[src/design/pla_pkg.sv]
`timescale 1ns / 1ps
package pla_pkg;

    localparam int DEF_CAPACITY   = 128;
    localparam int DEF_DATA_WIDTH = 32;

    localparam int OPCODE_W  = 2;
    localparam int POS_W     = 8;
    localparam int FDATA_W   = 32;
    localparam int STATUS_W  = 2;
    localparam int FCOUNT_W  = 8;

    localparam logic [OPCODE_W-1:0] OP_INSERT = 2'd0;
    localparam logic [OPCODE_W-1:0] OP_APPEND = 2'd1;
    localparam logic [OPCODE_W-1:0] OP_DELETE = 2'd2;
    localparam logic [OPCODE_W-1:0] OP_READ   = 2'd3;

    localparam logic [STATUS_W-1:0] ST_OK   = 2'd0;
    localparam logic [STATUS_W-1:0] ST_POS  = 2'd1;
    localparam logic [STATUS_W-1:0] ST_FULL = 2'd2;

    typedef struct packed {
        logic [OPCODE_W-1:0]      opcode;
        logic [POS_W-1:0]         position;
        logic signed [FDATA_W-1:0] value;
    } t_req;

    typedef struct packed {
        logic signed [FDATA_W-1:0] data;
        logic [STATUS_W-1:0]       status;
        logic [FCOUNT_W-1:0]       count;
        logic                      is_empty;
        logic                      is_full;
    } t_rsp;

    typedef struct packed {
        logic ins;
        logic del;
    } t_shift_cmd;

endpackage

[src/design/pla_cell.sv]
`timescale 1ns / 1ps
module pla_cell
    import pla_pkg::*;
#(
    parameter int DATA_WIDTH = DEF_DATA_WIDTH,
    parameter int CW         = 8,
    parameter int IDX        = 0
) (
    input  logic                  i_clk,
    input  t_shift_cmd            i_cmd,
    input  logic [CW-1:0]         i_pos,
    input  logic [DATA_WIDTH-1:0] i_value,
    input  logic [DATA_WIDTH-1:0] i_prev,
    input  logic [DATA_WIDTH-1:0] i_next,
    output logic [DATA_WIDTH-1:0] o_entry
);

    localparam logic [CW-1:0] MY_IDX = CW'(IDX);

    logic [DATA_WIDTH-1:0] r_entry;
    logic [DATA_WIDTH-1:0] n_entry;

    always_comb begin
        n_entry = r_entry;
        if (i_cmd.ins) begin
            if (MY_IDX > i_pos) begin
                n_entry = i_prev;
            end else if (MY_IDX == i_pos) begin
                n_entry = i_value;
            end
        end else if (i_cmd.del) begin
            if (MY_IDX >= i_pos) begin
                n_entry = i_next;
            end
        end
    end

    always_ff @(posedge i_clk) begin
        r_entry <= n_entry;
    end

    assign o_entry = r_entry;

endmodule

[config.mk]
export PLATFORM = sky130hd
export DESIGN_NAME = pla_cell
export DESIGN_NICKNAME = d
export VERILOG_FILES = /design/src/design/pla_pkg.sv /design/src/design/pla_cell.sv
export SDC_FILE = /design/constraint.sdc
export NUM_CORES = 1
export LEC_CHECK = 0
export BUFFER_PORTS_ARGS = -buffer_cell sky130_fd_sc_hd__buf_2
export CORE_MARGIN = 2
export CORE_UTILIZATION = 37
export CTS_CLUSTER_SIZE = 28
export DETAILED_ROUTE_END_ITERATION = 10
export GPL_ROUTABILITY_DRIVEN = 0
export PLACE_DENSITY = 0.9
export SKIP_LAST_GASP = 1
export SYNTH_ARGS = -nofsm -noshare
export SYNTH_HDL_FRONTEND = slang
export SYNTH_SLANG_ARGS = --single-unit
[constraint.sdc]
create_clock -name i_clk -period 1.7 [get_ports i_clk]
set_input_delay 0.085 -clock i_clk [delete_from_list [all_inputs] [get_ports i_clk]]
set_output_delay 0.085 -clock i_clk [all_outputs]
set_load 0.02 [all_outputs]
==> results_dict.tcl <==
set metrics [dict create \
    io_buffers 106 \
    critPathKind "in2reg" \
    num_rows 23 \
    grt_usage_pct 14.8 \
    cts_setup_buffers 0 \
    fp.dieW_um 68.2 \
    start_util_pct 38.4 \
    final_area_mm2 0.00216 \
    netlist-cell-type-count 7 \
    cts-resized-gates 0 \
    numCtsBuffers 5 \
    layout_common_cells "106 x buf_2, 32 x edfxtp_1, 29 x mux2_4" \
    ys_seq_area_share_pct 63.1 \
    setup_viol 0 \
    grt_overflow 0 \
    ys_warn_count 0 \
    route.detailed.drc 0 \
    rsz0062_at_grt "false" \
    crit_fanout 32 \
    viasPerCell 4.50 \
    finalCritPeriodShare_pct 57.4 \
    synth_fp_nets 178 \
    drv_cap 0 \
    ios 139 \
    dp_hpwl_um 2590 \
    post_dp_cell_area_mm2 0.00208 \
    layout-drive-gt1-share_pct 79.8 \
    p_per_area_mw_per_mm2 745 \
    fmax_mhz 1020 \
    clockBufferDepth 2 \
    cp-end-kind "register" \
    cp.required_ns 1.67 \
    synth_seq_cells 32 \
    max_slew_margin_pct 75.6 \
    grt_max_degree 33 \
    status "completed" \
    detail-route-antenna-nets 0 \
    setup_tns_ns 0 \
    min_period_ns 0.977 \
    dieHeight_um 68.2 \
    start_kind "input port" \
    worst_pin_slew_ns 0.366 \
    finalWirelength_um 3240 \
    antenna_found_initial 0 \
    p_leak_nw 1.03 \
    cts_tree "done" \
    hold_viol_final 0 \
    diodes 0 \
    die_area_mm2 0.00465 \
    clkSinkCount 32 \
    drt_iter0_markers 78 \
    ir_worst_vdd_v 0.000432 \
    syn_avg_cell_area_um2 21.5 \
    cp_data_arrival_time_ns 0.95 \
    synth_top_area_cell "edfxtp_1" \
    timing.final.max_slew_violations 0 \
    hold_path_class "in2reg" \
    dpl_worst_slack_ns 0.445 \
    synth_top_area_share_pct 63.1 \
    fin_nets 290 \
    htree_levels 2 \
    synth_area_mm2 0.00152 \
    synth.area.top_cells "edfxtp_1 63%, mux2_4 29%, buf_12 3.9%, mux2_2 2.2%, nor4_1 0.82%" \
    num_vias 1048 \
    drt_first_pass_iters 4 \
    syn-instance-count 71 \
    clock-root-buffer "clkbuf_8" \
    grt_pass1_vias 1080 \
    grt_pass1_wl_um 4770 \
    syn2layout_area_growth_pct 41.5 \
    layout_commonest_cell "buf_2" \
    cts.clk_slew.worst_paths_ns 0.06 \
    largest_reg_flops 32 \
    final.setup.worst_slack_ns 0.723 \
    cts_hold_buf 0 \
    wl_per_cell_um 13.9 \
    power_w 0.00161 \
    core_mm2 0.00397 \
]
[critical path, stage by stage]
cell and delay, ns:
buf_2 0.10, nor4_1 0.31, o211a_1 0.24, buf_12 0.21
[area by class of cell]
cell class,count,area (um2)
Fill cell,328,1810
Sequential cell,32,961
Timing Repair Buffer,109,566
Multi-Input combinational cell,35,492
Clock buffer,5,68.8
Tap cell,50,62.6
Clock inverter,2,7.51
[cells in the mapped netlist]
cell type	number
edfxtp_1	32
mux2_4	29
buf_12	3
nor4_1	2
mux2_2	3
buf_6	1
o211a_1	1
[final timing paths]
path,start,to,slack [ns],depth (start not counted)
max,i_pos[7],o_entry[7]$_DFFE_PP_,0.72,4
min,i_next[20],o_entry[20]$_DFFE_PP_,0.11,2
[where the power goes]
| part | total [W] | switching, W | internal [W] |
|---|---|---|---|
| clock network | 0.000511 | 0.000242 | 0.000269 |
| logic | 0.000218 | 0.0000687 | 0.000149 |
| registers | 0.000877 | 0.000000544 | 0.000877 |
[metal layers]
layer	GRT usage, %	part of all wire, %	vias up
li1	-	-	503
met1	14.7	38	473
met2	28.0	51	67
met3	4.93	9.8	5
met4	6.00	1.6	0
met5	0	0	-
[stage by stage]
step,utilization [%],hold WS [ns],instances
detailed placement,52.4,0.389,226
global placement,52.4,0.385,226
floorplan,-,0.302,71
global route,54.3,0.0980,233
CTS,54.3,0.100,233
finish,54.3,0.109,233
[logic make-up (layout without fill, tap and decap cells)]
family,count (synthesis),count (layout),synth area share [%]
and+or+nand+nor,2,2,0.821
AOI/OAI and AO/OA,1,1,0.657
muxes,32,32,30.8
DFF,32,32,63.1
buffers and inverters,4,116,4.68
Note: power is estimated with default switching activity, not from simulation.
